**src/rtl/zczc_dfr_pkg.sv**
```systemverilog
package zczc_dfr_pkg;

    localparam int unsigned COUNT_BITS_DEF = 16;
    localparam int unsigned HDR_LEN        = 4;
    localparam int unsigned BYTE_BITS      = 8;
    localparam int unsigned OUT_BITS       = 16;

    localparam logic [BYTE_BITS-1:0] CHAR_Z = 8'h5A;
    localparam logic [BYTE_BITS-1:0] CHAR_C = 8'h43;
    localparam logic [BYTE_BITS-1:0] CHAR_N = 8'h4E;

    typedef enum logic [1:0] {
        EV_NONE    = 2'd0,
        EV_TRAILER = 2'd1,
        EV_CUT     = 2'd2
    } frame_event_t;

    // letters matched so far
    typedef enum logic [6:0] {
        M_GND = 7'b0000001,
        M_Z   = 7'b0000010,
        M_ZC  = 7'b0000100,
        M_ZCZ = 7'b0001000,
        M_N   = 7'b0010000,
        M_NN  = 7'b0100000,
        M_NNN = 7'b1000000
    } match_state_t;

    typedef enum logic [2:0] {
        F_START   = 3'b001,
        F_HEADER  = 3'b010,
        F_TRAILER = 3'b100
    } frame_state_t;

endpackage

```
**src/rtl/zczc_nnnn_message_deframer.sv**
```systemverilog
// Channel   Dir  Bits  Contents (lowest bit first)
// s_axis    in   8     tdata: data_byte
// m_axis    out  64    tdata: frame_length, frame_number, lone_header_total,
//                             lone_trailer_total
//                  3   tuser: frame_event[1:0], header_missing
//
// One beat in, one beat out. Throughput is one byte per cycle unless m_axis stalls;
// a byte passes the input register, then the result register. The match, frame and
// counter state advance as a byte moves from one to the other. rst_n asynchronously
// clears all but the byte and result data registers. A stall on m_axis holds the
// result and backs up into the input register, then s_axis_tready drops.
module zczc_nnnn_message_deframer
    import zczc_dfr_pkg::*;
#(
    parameter int unsigned COUNT_BITS = COUNT_BITS_DEF
)
(
    input  logic                 clk,
    input  logic                 rst_n,
    input  logic                 s_axis_tvalid,
    output logic                 s_axis_tready,
    input  logic [7:0]           s_axis_tdata,  // data_byte
    output logic                 m_axis_tvalid,
    input  logic                 m_axis_tready,
    // frame_length, frame_number, lone_header_total, lone_trailer_total
    output logic [63:0]          m_axis_tdata,
    output logic [2:0]           m_axis_tuser   // frame_event[1:0], header_missing
);

    localparam logic [COUNT_BITS-1:0] CNT_MAX = '1;
    localparam logic [COUNT_BITS-1:0] HDR_CNT = COUNT_BITS'(HDR_LEN);

    // input stage
    logic                 in_valid_reg;
    logic [BYTE_BITS-1:0] in_byte_reg;

    // state
    match_state_t         match_reg, match_next;
    frame_state_t         frame_reg, frame_next;
    logic [COUNT_BITS-1:0] byte_cnt_reg, byte_cnt_next;
    logic [COUNT_BITS-1:0] seq_cnt_reg, seq_cnt_next;
    logic [COUNT_BITS-1:0] lone_hdr_reg, lone_hdr_next;
    logic [COUNT_BITS-1:0] lone_trl_reg, lone_trl_next;

    // result stage
    logic                 out_valid_reg;
    logic [63:0]          out_data_reg, out_data_next;
    logic [2:0]           out_user_reg, out_user_next;

    logic                 out_free;
    logic                 advance;

    frame_event_t          event_c;
    logic                  missing_c;
    logic [COUNT_BITS-1:0] length_c;
    logic [COUNT_BITS-1:0] bc_inc;

    logic [COUNT_BITS+OUT_BITS-1:0] len_ext, seq_ext, hdr_ext, trl_ext;
    logic [OUT_BITS-1:0]            len_out, hdr_out, trl_out;

    assign out_free      = !out_valid_reg || m_axis_tready;
    assign advance       = in_valid_reg && out_free;
    assign s_axis_tready = !in_valid_reg || out_free;

    assign m_axis_tvalid = out_valid_reg;
    assign m_axis_tdata  = out_data_reg;
    assign m_axis_tuser  = out_user_reg;

    always_comb
    begin
        match_next    = match_reg;
        frame_next    = frame_reg;
        lone_hdr_next = lone_hdr_reg;
        lone_trl_next = lone_trl_reg;
        seq_cnt_next  = seq_cnt_reg;
        event_c       = EV_NONE;
        missing_c     = 1'b0;
        length_c      = '0;

        bc_inc        = (byte_cnt_reg == CNT_MAX) ? byte_cnt_reg : byte_cnt_reg + 1'b1;
        byte_cnt_next = bc_inc;

        if (in_byte_reg == CHAR_Z)
        begin
            match_next = (match_reg == M_ZC) ? M_ZCZ : M_Z;
        end
        else if (in_byte_reg == CHAR_C)
        begin
            if (match_reg == M_Z)
            begin
                match_next = M_ZC;
            end
            else if (match_reg == M_ZCZ)
            begin
                if (frame_reg == F_HEADER)
                begin
                    lone_hdr_next = (lone_hdr_reg == CNT_MAX) ? lone_hdr_reg
                                                              : lone_hdr_reg + 1'b1;
                    seq_cnt_next  = seq_cnt_reg + 1'b1;
                    event_c       = EV_CUT;
                    length_c      = (bc_inc >= HDR_CNT) ? bc_inc - HDR_CNT : '0;
                end
                byte_cnt_next = HDR_CNT;
                frame_next    = F_HEADER;
                match_next    = M_GND;
            end
            // a stray C leaves the matcher alone
        end
        else if (in_byte_reg == CHAR_N)
        begin
            case (match_reg)
                M_NNN:
                begin
                    if (frame_reg == F_TRAILER)
                    begin
                        lone_trl_next = (lone_trl_reg == CNT_MAX) ? lone_trl_reg
                                                                  : lone_trl_reg + 1'b1;
                        missing_c     = 1'b1;
                    end
                    seq_cnt_next  = seq_cnt_reg + 1'b1;
                    event_c       = EV_TRAILER;
                    length_c      = bc_inc;
                    byte_cnt_next = '0;
                    frame_next    = F_TRAILER;
                    match_next    = M_GND;
                end
                M_NN:    match_next = M_NNN;
                M_N:     match_next = M_NN;
                default: match_next = M_N;
            endcase
        end
        else
        begin
            match_next = M_GND;
        end

        // clip the length and lone counts to the 16-bit result fields; the frame number is truncated
        len_ext = {{OUT_BITS{1'b0}}, length_c};
        seq_ext = {{OUT_BITS{1'b0}}, seq_cnt_next};
        hdr_ext = {{OUT_BITS{1'b0}}, lone_hdr_next};
        trl_ext = {{OUT_BITS{1'b0}}, lone_trl_next};
        len_out = ((len_ext >> OUT_BITS) != '0) ? '1 : len_ext[OUT_BITS-1:0];
        hdr_out = ((hdr_ext >> OUT_BITS) != '0) ? '1 : hdr_ext[OUT_BITS-1:0];
        trl_out = ((trl_ext >> OUT_BITS) != '0) ? '1 : trl_ext[OUT_BITS-1:0];

        out_data_next = {trl_out, hdr_out, seq_ext[OUT_BITS-1:0], len_out};
        out_user_next = {missing_c, event_c};
    end

    always_ff @(posedge clk or negedge rst_n)
    begin
        if (!rst_n)
        begin
            in_valid_reg  <= 1'b0;
            out_valid_reg <= 1'b0;
            match_reg     <= M_GND;
            frame_reg     <= F_START;
            byte_cnt_reg  <= '0;
            seq_cnt_reg   <= '0;
            lone_hdr_reg  <= '0;
            lone_trl_reg  <= '0;
        end
        else
        begin
            if (s_axis_tready)
            begin
                in_valid_reg <= s_axis_tvalid;
            end
            if (out_free)
            begin
                out_valid_reg <= in_valid_reg;
            end
            if (advance)
            begin
                match_reg    <= match_next;
                frame_reg    <= frame_next;
                byte_cnt_reg <= byte_cnt_next;
                seq_cnt_reg  <= seq_cnt_next;
                lone_hdr_reg <= lone_hdr_next;
                lone_trl_reg <= lone_trl_next;
            end
        end
    end

    always_ff @(posedge clk)
    begin
        if (s_axis_tready && s_axis_tvalid)
        begin
            in_byte_reg <= s_axis_tdata;
        end
        if (advance)
        begin
            out_data_reg <= out_data_next;
            out_user_reg <= out_user_next;
        end
    end

endmodule
```
**config.mk**
```make
export PLATFORM = sky130hd
export DESIGN_NAME = zczc_nnnn_message_deframer
export DESIGN_NICKNAME = d
export VERILOG_FILES = /design/src/rtl/zczc_dfr_pkg.sv /design/src/rtl/zczc_nnnn_message_deframer.sv
export SDC_FILE = /design/constraint.sdc
export NUM_CORES = 1
export LEC_CHECK = 0
export ABC_AREA = 1
export BUFFER_PORTS_ARGS = -buffer_cell sky130_fd_sc_hd__buf_4
export CORE_AREA = 2 2 106 133
export CTS_BUF_LIST = sky130_fd_sc_hd__clkbuf_8
export DETAILED_ROUTE_END_ITERATION = 7
export DIE_AREA = 0 0 108 135
export GPL_TIMING_DRIVEN = 1
export PLACE_DENSITY = 0.88
export SYNTH_ARGS = -nofsm -noshare
export SYNTH_HDL_FRONTEND = slang
export SYNTH_SLANG_ARGS = --single-unit
```
**constraint.sdc**
```tcl
create_clock -name clk -period 3.48 [get_ports clk]
set_input_delay 0.522 -clock clk [delete_from_list [all_inputs] [get_ports clk]]
set_output_delay 0.522 -clock clk [all_outputs]
set_load 0.005 [all_outputs]
```
==> metrics.cfg, run 1 <==
[run_status]
status = complete, no violations

[drt]
wl_met3_microns = 818
dr.first_iter.drc_count = 378
postRouteAntennaNets = 0
top_layer = met4
wirelength_met1_microns = 6981
wl_per_cell_microns = 14.51
wl_microns = 17020
met2_length_microns = 8776
vias = 6350
avgViaCountPerCell = 5.413
drcViolationCount = 0
dr.pass1.iters = 4

[floorplan]
core_area_sq_um = 13230
start_util = 0.5927
die_w_microns = 108
rows = 47
io_pins = 81
die_area_sq_um = 14580
die_h_microns = 135

[placement]
dpl.hpwl_microns = 12010
port_buffers = 80
placed_cells = 1141
gp_congestion = 0.9552
dpl-instance-area_sq_um = 8602

[timing]
hold_violations = 0
setup_violations = 0
fin_setup_tns_ns = 0
fin_skew_ns = 0.01499
tightest_slew_ns = 1.024
slew_headroom = 0.3176
rsz0062_at_grt = no
fmax_mhz = 330.1
finalCritPeriodShare = 0.8705
drv_slew = 0
period_needed_ns = 3.029

[yosys]
ys.flop_type = edfxtp_1
ys_ff_latch = 151
synthArstFlopShare = 0.5033
synthCells = 905
synth_edf_count = 75
synth_top_area_share = 0.2872
syn-cell-area_sq_um = 7843
synth_cell_types = 47
synth.avg_cell_area_sq_um = 8.666
yosys-top-cells-area = edfxtp_1 29%, dfrtp_1 24%, nand2_1 12%
synth_top_cell_by_area = edfxtp_1
syn_nets = 923
yosysWarnings = 0
synth-seq-area-share = 0.5300

[cts]
clkTransAtPathRegs_ns = 0.09
clock_latency_ns = 0.46
cts_hold_buf = 0
cts_resized = 0
ctsLongestPathBuffers = 2
cts_tree = yes
cts-buffers-inserted = 17
htree_levels = 4
cts-root-buf = clkbuf_8
postCtsSetupBuffers = 0
cts_sinks = 151

[power_and_ir_drop]
p_int_w = 0.003652
seqPwrFrac = 0.440
ir_worst_vdd_mv = 0.3210
p_switching_w = 0.002349
power_leakage_nw = 4.090
switching_share = 0.3914
p_per_area_nw_per_um2 = 667.3
combPwrFrac = 0.336
clockPowerShare = 0.224

[global_route]
grt_pass1_wl_microns = 28230
antenna_found_initial = 0
grt_max_degree = 77
grt_pass1_vias = 6129
track_usage = 0.2475
grt_overflow = 0

[cells_and_area]
final_util = 0.6796
largest_reg_flops = 64
nFillCells = 1022
stdcell_count = 1173
final_layout_size_suffix_gt1_frac = 0.1786
syn2layout_area_growth_pct = 14.66
layout.nets = 1007
diodes = 0
finalInstanceArea_sq_um = 8992

[job]
max_cap_violations = 0

[worst_setup_path]
cp.required_ns = 3.66
crit_type = flip-flop to flip-flop
r2r-end = m_axis_tdata[3]
r2r_slack_ns = 0.45
cp_max_fo = 16
reg2reg_from = byte_cnt_reg[0]
crit_arrival_ns = 3.21
crit_path_start_kind = flip-flop
end_kind = flip-flop
reg2reg_depth = 14

[hold_path]
hp-class = primary input to async pin

==> metrics by stage <==
stage / power [W] / hold WS (ns) / worst slack, ns
detailed placement: 0.004664 / 0.4562 / 0.4656
finish: 0.006001 / 0.2346 / 0.4505
CTS: 0.006017 / 0.2219 / 0.4427
global route: 0.006379 / 0.2202 / 0.2596
global placement: 0.004595 / 0.4571 / 0.5747
floorplan: 0.004025 / 0.2264 / 0.1671
==> cell type report <==
cell class / count / area, sq um / area share
clock buffer: 17 / 234.0 / 0.02602
clock inverter: 15 / 156.4 / 0.01739
inverter: 119 / 451.7 / 0.05023
multi-input combinational: 615 / 3142 / 0.3494
sequential: 151 / 4156 / 0.4622
tap: 171 / 214.0 / 0.02379
timing repair buffer: 85 / 638.1 / 0.07096
==> per-layer routing <==
layer  vias to the layer above  GRT usage
met3                        39    0.04440
met5                         -          0
met2                       212     0.4319
li1                       3124          -
met4                         0     0.1004
met1                      2975     0.3024
==> cells in the final DEF, fill, tap and decap left out, drive strengths merged <==
master    instances
o31ai             4
xor2             30
nor2             78
a31oi             1
nand3b            1
buf              85
inv             131
nor3             18
o41ai             1
and3              1
o21a              1
xnor2             6
bufinv            1
o21ai            82
clkinvlp          1
a22oi             1
nand4            26
nand3            64
or2               1
clkbuf           17
clkinv            1
nand2           273
and2              2
a21boi            1
dfrtp            74
dfstp             2
ha                6
o22a              1
o22ai             8
a21oi             8
o211ai            1
edfxtp           75
==> worst max-delay path: stages (launching register included) <==
cell and delay, ns:
dfrtp_1 0.48, ha_1 0.32, inv_1 0.12, nor2_4 0.06, nand2_4 0.11, nor2_8 0.07
inv_4 0.16, nand2_2 0.08, inv_2 0.10, ha_1 0.21, nand4_2 0.14, nor2_2 0.18
nand2_2 0.13, o21ai_4 0.44, o21ai_0 0.15
==> power by group through the flow <==
stage	combinational, W	sequential, W	clock, W
floorplan	0.00140	0.00262	0
detailed placement	0.00200	0.00266	0
global placement	0.00194	0.00265	0
global route	0.00226	0.00269	0.00143
finish	0.00202	0.00264	0.00135
CTS	0.00202	0.00264	0.00137
==> synthesized netlist by cell type, types with 2 or more instances <==
cell and instances:
xnor2_1 6, nand3_1 59, o21ai_2 8, buf_2 4
o31ai_1 4, inv_1 110, nand2_2 13, edfxtp_1 75
and2_1 2, ha_1 6, o21ai_0 71, nand2_1 258
nand3_2 4, nor2_2 7, nor2_4 7, inv_2 8
dfstp_2 2, xor2_1 29, a21oi_2 3, nor3_1 17
a21oi_1 5, nor2_1 63, nand4_1 24, nand2_4 2
buf_1 4, buf_6 2, clkbuf_1 10, dfrtp_1 74
o22ai_1 8, o21ai_1 2, nand4_2 2
==> cell families after synthesis <==
family                     synth area share
adders and majority gates          0.009572
buffers and inverters               0.06940
AOI/OAI and AO/OA                   0.08121
and+or+nand+nor                      0.2687
xor gates and xnor gates            0.04116
DFF                                  0.5300
==> how the worst max path moves through the flow <==
stage | from | endpoint | slack [ns] | cells after the start
2_1_floorplan | m_axis_tready | m_axis_tdata[0] | 0.17 | 5
3_3_place_gp | byte_cnt_reg[0] | m_axis_tdata[3] | 0.57 | 14
3_5_place_dp | byte_cnt_reg[0] | m_axis_tdata[3] | 0.47 | 14
4_1_cts | byte_cnt_reg[0] | m_axis_tdata[3] | 0.44 | 14
5_1_grt | byte_cnt_reg[0] | m_axis_tdata[3] | 0.26 | 14
6_report | byte_cnt_reg[0] | m_axis_tdata[3] | 0.45 | 14
Note: power is estimated with default switching activity, not from simulation.
==> inputs of run 2 (changes only) <==
--- a/config.mk
+++ b/config.mk
@@ -6,13 +6,14 @@
 export NUM_CORES = 1
 export LEC_CHECK = 0
 export ABC_AREA = 1
+export ABC_CLOCK_PERIOD_IN_PS = 3480
 export BUFFER_PORTS_ARGS = -buffer_cell sky130_fd_sc_hd__buf_4
-export CORE_AREA = 2 2 106 133
+export CORE_AREA = 2 2 122 153
 export CTS_BUF_LIST = sky130_fd_sc_hd__clkbuf_8
 export DETAILED_ROUTE_END_ITERATION = 7
-export DIE_AREA = 0 0 108 135
+export DIE_AREA = 0 0 124 155
 export GPL_TIMING_DRIVEN = 1
-export PLACE_DENSITY = 0.88
+export PLACE_DENSITY = 0.67
 export SYNTH_ARGS = -nofsm -noshare
 export SYNTH_HDL_FRONTEND = slang
 export SYNTH_SLANG_ARGS = --single-unit
==> run 2 against run 1 <==
Clock power up 4%. Total power up 0.58%. Routed wire length down 0.65%. Die area up 32%. Critical endpoint unchanged. Largest cell class unchanged. Highest routed layer unchanged.
==> metrics.cfg, run 2 (synthesis results as in run 1) <==
[cells_and_area]
layout.nets = 1008  ; +0.099%
final_layout_size_suffix_gt1_frac = 0.1785  ; about the same
ff_latch_area_sq_um = 4156  ; unchanged
diodes = 0  ; unchanged
final_common_cell = nand2_1
syn2layout_area_growth_pct = 15.95
largest_reg_flops = 64  ; unchanged
multi_input_area_sq_um = 3142  ; unchanged
layout_common_cells = 258 x nand2_1, 112 x inv_1, 86 x buf_4
nFillCells = 1729  ; +69%

[worst_setup_path]
crit_type = flip-flop to flip-flop
reg2reg_depth = 14  ; unchanged
cp_max_fo = 16  ; unchanged
crit_arrival_ns = 3.21  ; about the same
reg2reg_from = byte_cnt_reg[0]
end_kind = flip-flop
crit_path_start_kind = flip-flop
r2r-end = m_axis_tdata[3]
cp.required_ns = 3.67  ; about the same
r2r_slack_ns = 0.46  ; about the same

[drt]
drcViolationCount = 0  ; unchanged
vias = 6161  ; -3.0%
postRouteAntennaNets = 0  ; unchanged
avgViaCountPerCell = 5.005  ; -7.5%
dr.pass1.iters = 5  ; +1
wl_per_cell_microns = 13.74  ; -5.3%
dr.first_iter.drc_count = 398  ; +5.3%
wl_microns = 16910  ; -0.65%

[global_route]
top_usage_layer = met2
grtUsageMet2 = 0.3216  ; -0.1103
use_met3 = 0.03849  ; -0.005912
track_usage = 0.1882  ; -0.05927
grt_max_degree = 77  ; unchanged
met1_usage = 0.2298  ; -0.07252
grt_pass1_wl_microns = 28280  ; +0.17%
grt_pass1_vias = 5967  ; -2.6%
grt_overflow = 0  ; unchanged
antenna_found_initial = 0  ; unchanged

[power_and_ir_drop]
clockPowerShare = 0.231  ; +0.007
totalPowerFinal_w = 0.006036  ; +0.58%
p_per_area_nw_per_um2 = 663.7  ; -0.54%
combPwrFrac = 0.332  ; -0.004
switching_share = 0.3765  ; -0.01494
p_switching_w = 0.002272  ; -3.3%
p_int_w = 0.003763  ; +3.1%
ir_worst_vdd_mv = 0.2870  ; -11%
power_leakage_nw = 4.102  ; +0.28%
seqPwrFrac = 0.437  ; -0.003

[floorplan]
die_w_microns = 124  ; +15%
core_area_sq_um = 17890  ; +35%
start_util = 0.4383  ; -0.1544
die_area_sq_um = 19220  ; +32%
die_h_microns = 155  ; +15%
rows = 55  ; +17%
io_pins = 81  ; unchanged

[placement]
dpl.hpwl_microns = 11990  ; -0.13%
port_buffers = 80  ; unchanged
gp_congestion = 0.9037  ; -5.4%

[timing]
slew_headroom = 0.3207  ; +0.003102
hold_violations = 0  ; unchanged
fmax_mhz = 331.5  ; +0.41%
period_needed_ns = 3.017  ; -0.01248 ns
finalCritPeriodShare = 0.8669  ; -0.003585
tightest_slew_ns = 1.019  ; -0.004653 ns
drv_slew = 0  ; unchanged
fin_setup_tns_ns = 0  ; unchanged
rsz0062_at_grt = no
fin_skew_ns = 0.01379  ; -0.001191 ns
setup_violations = 0  ; unchanged

[cts]
cts_resized = 0  ; unchanged
htree_levels = 4  ; unchanged
cts_tree = yes
postCtsSetupBuffers = 0  ; unchanged
clock_latency_ns = 0.46  ; about the same
cts-buffers-inserted = 17  ; unchanged
cts-root-buf = clkbuf_8
cts_hold_buf = 0  ; unchanged
clkTransAtPathRegs_ns = 0.08  ; about the same
ctsLongestPathBuffers = 2  ; unchanged
cts_sinks = 151  ; unchanged

[job]
max_cap_violations = 0  ; unchanged

[hold_path]
hp-class = primary input to async pin

[run_status]
status = complete, no violations

-- run 2: cell count changes in the layout (fill, tap and decap cells not counted) --
cell        before  now
inv_6            7    2
bufinv_16        1    3
clkinvlp_4       1    2
clkinv_2         0    1
inv_1          111  112
buf_4           85   86
clkinv_4         1    5
inv_8            4    0
-- run 2: worst max-delay path, cell delays in order (launching register included) --
cell,delay [ns]
dfrtp_1,0.49
ha_1,0.32
inv_1,0.12
nor2_4,0.06
nand2_4,0.12
nor2_8,0.07
inv_4,0.16
nand2_2,0.08
inv_2,0.10
ha_1,0.21
nand4_2,0.14
nor2_2,0.18
nand2_2,0.13
o21ai_4,0.44
o21ai_0,0.15
-- run 2: power by group through the flow --
stage / Clock [W] / Combinational [W] / Sequential [W]
after floorplan: 0 / 0.00140 / 0.00262
after global placement: 0 / 0.00198 / 0.00267
after detailed placement: 0 / 0.00200 / 0.00267
after CTS: 0.00143 / 0.00201 / 0.00264
after global routing: 0.00151 / 0.00228 / 0.00269
final: 0.00140 / 0.00200 / 0.00264
-- run 2: final cells by class --
class                      count  share of cell area
sequential                   151              0.4571
multi-input combinational    615              0.3455
timing repair buffer          86             0.07100
inverter                     119             0.04967
tap                          228             0.03137
clock buffer                  17             0.02573
clock inverter                15             0.01968
-- run 2: metrics by stage --
stage               utilization  area (sq um)  worst slack [ns]  hold WS [ns]  instances
CTS                      0.5083          9094            0.4456        0.2177       1231
detailed placement       0.4852          8681            0.4502        0.4573       1199
global placement         0.4852          8681            0.5645        0.4561       1199
global route             0.5083          9094            0.2240        0.2090       1231
finish                   0.5083          9094            0.4630        0.2402       1231
floorplan                     -          7843            0.1671        0.2264        905
-- run 2: worst max path at each step --
stage / startpoint / to / slack [ns] / cells after the start
after floorplan: m_axis_tready / m_axis_tdata[0] / 0.17 / 5
after global placement: byte_cnt_reg[0] / m_axis_tdata[3] / 0.56 / 14
after detailed placement: byte_cnt_reg[0] / m_axis_tdata[3] / 0.45 / 14
after CTS: byte_cnt_reg[0] / m_axis_tdata[3] / 0.45 / 14
after global routing: byte_cnt_reg[0] / m_axis_tdata[3] / 0.22 / 14
final: byte_cnt_reg[0] / m_axis_tdata[3] / 0.46 / 14
-- run 2: routing by layer --
| metal | vias up | part of all wire |
|---|---|---|
| met5 | - | 0 |
| met2 | 132 | 0.50 |
| met1 | 2874 | 0.43 |
| met3 | 33 | 0.043 |
| met4 | 0 | 0.029 |
| li1 | 3122 | - |
==> inputs of run 3 (changes only) <==
--- a/config.mk
+++ b/config.mk
@@ -8,12 +8,12 @@
 export ABC_AREA = 1
 export ABC_CLOCK_PERIOD_IN_PS = 3480
 export BUFFER_PORTS_ARGS = -buffer_cell sky130_fd_sc_hd__buf_4
-export CORE_AREA = 2 2 122 153
+export CORE_AREA = 2 2 112 142
 export CTS_BUF_LIST = sky130_fd_sc_hd__clkbuf_8
 export DETAILED_ROUTE_END_ITERATION = 7
-export DIE_AREA = 0 0 124 155
+export DIE_AREA = 0 0 114 144
 export GPL_TIMING_DRIVEN = 1
-export PLACE_DENSITY = 0.67
+export PLACE_DENSITY = 0.76
 export SYNTH_ARGS = -nofsm -noshare
 export SYNTH_HDL_FRONTEND = slang
 export SYNTH_SLANG_ARGS = --single-unit
==> run 3 against run 2 <==
Via count is 0.15% higher. Sequential power is essentially flat. Cell count is 3.7% lower. Final area down 0.47%. Hold slack got worse by 0.015 ns. Critical path type unchanged. Highest routed layer unchanged. Core utilization increased by 8.8 points.
==> metrics.cfg, run 3 (synthesis results as in run 1) <==
[floorplan]
die_area_sq_um = 16420  ; -15%
die_w_microns = 114  ; -8.1%
die_h_microns = 144  ; -7.1%
core_area_sq_um = 15190  ; -15%
start_util = 0.5164  ; +0.07807
rows = 51  ; -7.3%
io_pins = 81  ; unchanged

[cells_and_area]
diodes = 0  ; unchanged
final_util = 0.5960  ; +0.08773
largest_reg_flops = 64  ; unchanged
layout_common_cells = 258 x nand2_1, 111 x inv_1, 83 x buf_4
final_common_cell = nand2_1
layout.nets = 1006  ; -0.20%
stdcell_count = 1186  ; -3.7%
ff_latch_area_sq_um = 4156  ; unchanged
final_layout_size_suffix_gt1_frac = 0.1778  ; -0.0006424
syn2layout_area_growth_pct = 15.41
nFillCells = 1320  ; -24%
multi_input_area_sq_um = 3142  ; unchanged

[global_route]
track_usage = 0.2171  ; +0.02885
grt_overflow = 0  ; unchanged
antenna_found_initial = 0  ; unchanged
grt_pass1_vias = 5844  ; -2.1%
grt_pass1_wl_microns = 27700  ; -2.0%
grt_max_degree = 102  ; +32%

[timing]
slew_headroom = 0.3184  ; -0.002277
rsz0062_at_grt = no
tightest_slew_ns = 1.022  ; +0.003415 ns
drv_slew = 0  ; unchanged
fin_setup_tns_ns = 0  ; unchanged
fmax_mhz = 328.1  ; -1.0%
finalCritPeriodShare = 0.8759  ; +0.008936
period_needed_ns = 3.048  ; +0.03110 ns
hold_violations = 0  ; unchanged
setup_violations = 0  ; unchanged
fin_skew_ns = 0.01939  ; +0.005592 ns

[placement]
placed_cells = 1154  ; -3.8%
gp_congestion = 0.9273  ; +2.6%
dpl.hpwl_microns = 12020  ; +0.25%
port_buffers = 80  ; unchanged

[cts]
cts_resized = 0  ; unchanged
cts_tree = yes
htree_levels = 4  ; unchanged
clock_latency_ns = 0.47  ; about the same
clkTransAtPathRegs_ns = 0.09  ; about the same
cts_hold_buf = 0  ; unchanged
cts-root-buf = clkbuf_8
ctsLongestPathBuffers = 2  ; unchanged
cts_sinks = 151  ; unchanged
cts-buffers-inserted = 17  ; unchanged
postCtsSetupBuffers = 0  ; unchanged

[power_and_ir_drop]
totalPowerFinal_w = 0.006110  ; +1.2%
clockPowerShare = 0.238  ; +0.007
p_switching_w = 0.002326  ; +2.4%
p_int_w = 0.003784  ; +0.55%
p_per_area_nw_per_um2 = 675.0  ; +1.7%
power_leakage_nw = 4.100  ; about the same
seqPwrFrac = 0.431  ; -0.006
switching_share = 0.3807  ; +0.004187
ir_worst_vdd_mv = 0.3891  ; +36%
combPwrFrac = 0.331  ; about the same

[worst_setup_path]
critPathBufInv = 3  ; unchanged
end_kind = flip-flop
cp_max_fo = 16  ; unchanged
crit_type = flip-flop to flip-flop
crit_path_start_kind = flip-flop
cpPeakStageDelay_ns = 0.48  ; about the same
crit_arrival_ns = 3.24  ; +0.03 ns
cp_top_family = simple AND/OR/NAND/NOR gates
path_cells = ha_1 > inv_1 > nor2_4 > nand2_4 > nor2_8 > inv_4 > nand2_2 > inv_2 > ha_1 > nand4_2 > nor2_2 > nand2_2 > o21ai_4 > o21ai_0
cp.required_ns = 3.67  ; about the same
crit_path_top_delay_cell = dfrtp_1

[job]
max_cap_violations = 0  ; unchanged

[drt]
dr.pass1.iters = 4  ; -1
avgViaCountPerCell = 5.202  ; +3.9%
dr.first_iter.drc_count = 315  ; -21%
wl_microns = 16890  ; -0.12%
postRouteAntennaNets = 0  ; unchanged
wl_per_cell_microns = 14.24  ; +3.7%
vias = 6170  ; +0.15%
drcViolationCount = 0  ; unchanged

[hold_path]
hp-class = primary input to async pin

[run_status]
status = complete, no violations

## run 3: path summary, 6_finish.rpt
path                                 start               to  slack, ns  cells past startpoint
min in group clk           s_axis_tdata[5]   in_byte_reg[5]       0.24                      1
hold / removal                       rst_n     match_reg[4]       0.23                      1
setup / recovery           byte_cnt_reg[0]  m_axis_tdata[3]       0.43                     14
max in group asynchronous            rst_n  lone_hdr_reg[6]       2.59                      1
setup reg to reg           byte_cnt_reg[0]  m_axis_tdata[3]       0.43                     14
hold reg to reg               frame_reg[0]     frame_reg[0]       0.48                      2
## run 3: worst register-to-register path, delay by kind of cell (launching register included)
family / cells / cell delay, ns
AO/OA/AOI/OAI: 2 / 0.60
adder cells (fa/ha/maj): 2 / 0.55
buffers and inverters: 3 / 0.39
flip-flops: 1 / 0.48
AND/OR/NAND/NOR: 7 / 0.78
## run 3: power by group through the flow
stage,sequential (W),clock (W),combinational (W)
3_5_place_dp,0.00266,0,0.00202
4_1_cts,0.00263,0.00148,0.00203
6_report,0.00264,0.00145,0.00202
5_1_grt,0.00269,0.00156,0.00229
2_1_floorplan,0.00262,0,0.00140
3_3_place_gp,0.00266,0,0.00197
## run 3: layer usage
metal / track usage / up-vias / routed length (microns)
li1: - / 3128 / -
met1: 0.2604 / 2875 / 7187
met2: 0.3819 / 136 / 8632
met3: 0.03940 / 31 / 655
met4: 0.09499 / 0 / 413
met5: 0 / - / 0
## run 3: final cells by class
class                   count  area share
clock buffers              17     0.02585
clock inverters            15     0.02129
inverters                 119     0.04990
multi-input cells         615      0.3471
flip-flops and latches    151      0.4592
well taps                 185     0.02557
repair buffers             84     0.07105
## run 3: through the flow
stage               hold slack [ns]  setup WS [ns]  area (sq um)
floorplan                    0.2264         0.1671          7843
global placement             0.4595         0.5690          8625
detailed placement           0.4651         0.4727          8625
CTS                          0.2147         0.4512          9051
global route                 0.2086         0.2172          9051
finish                       0.2255         0.4319          9051
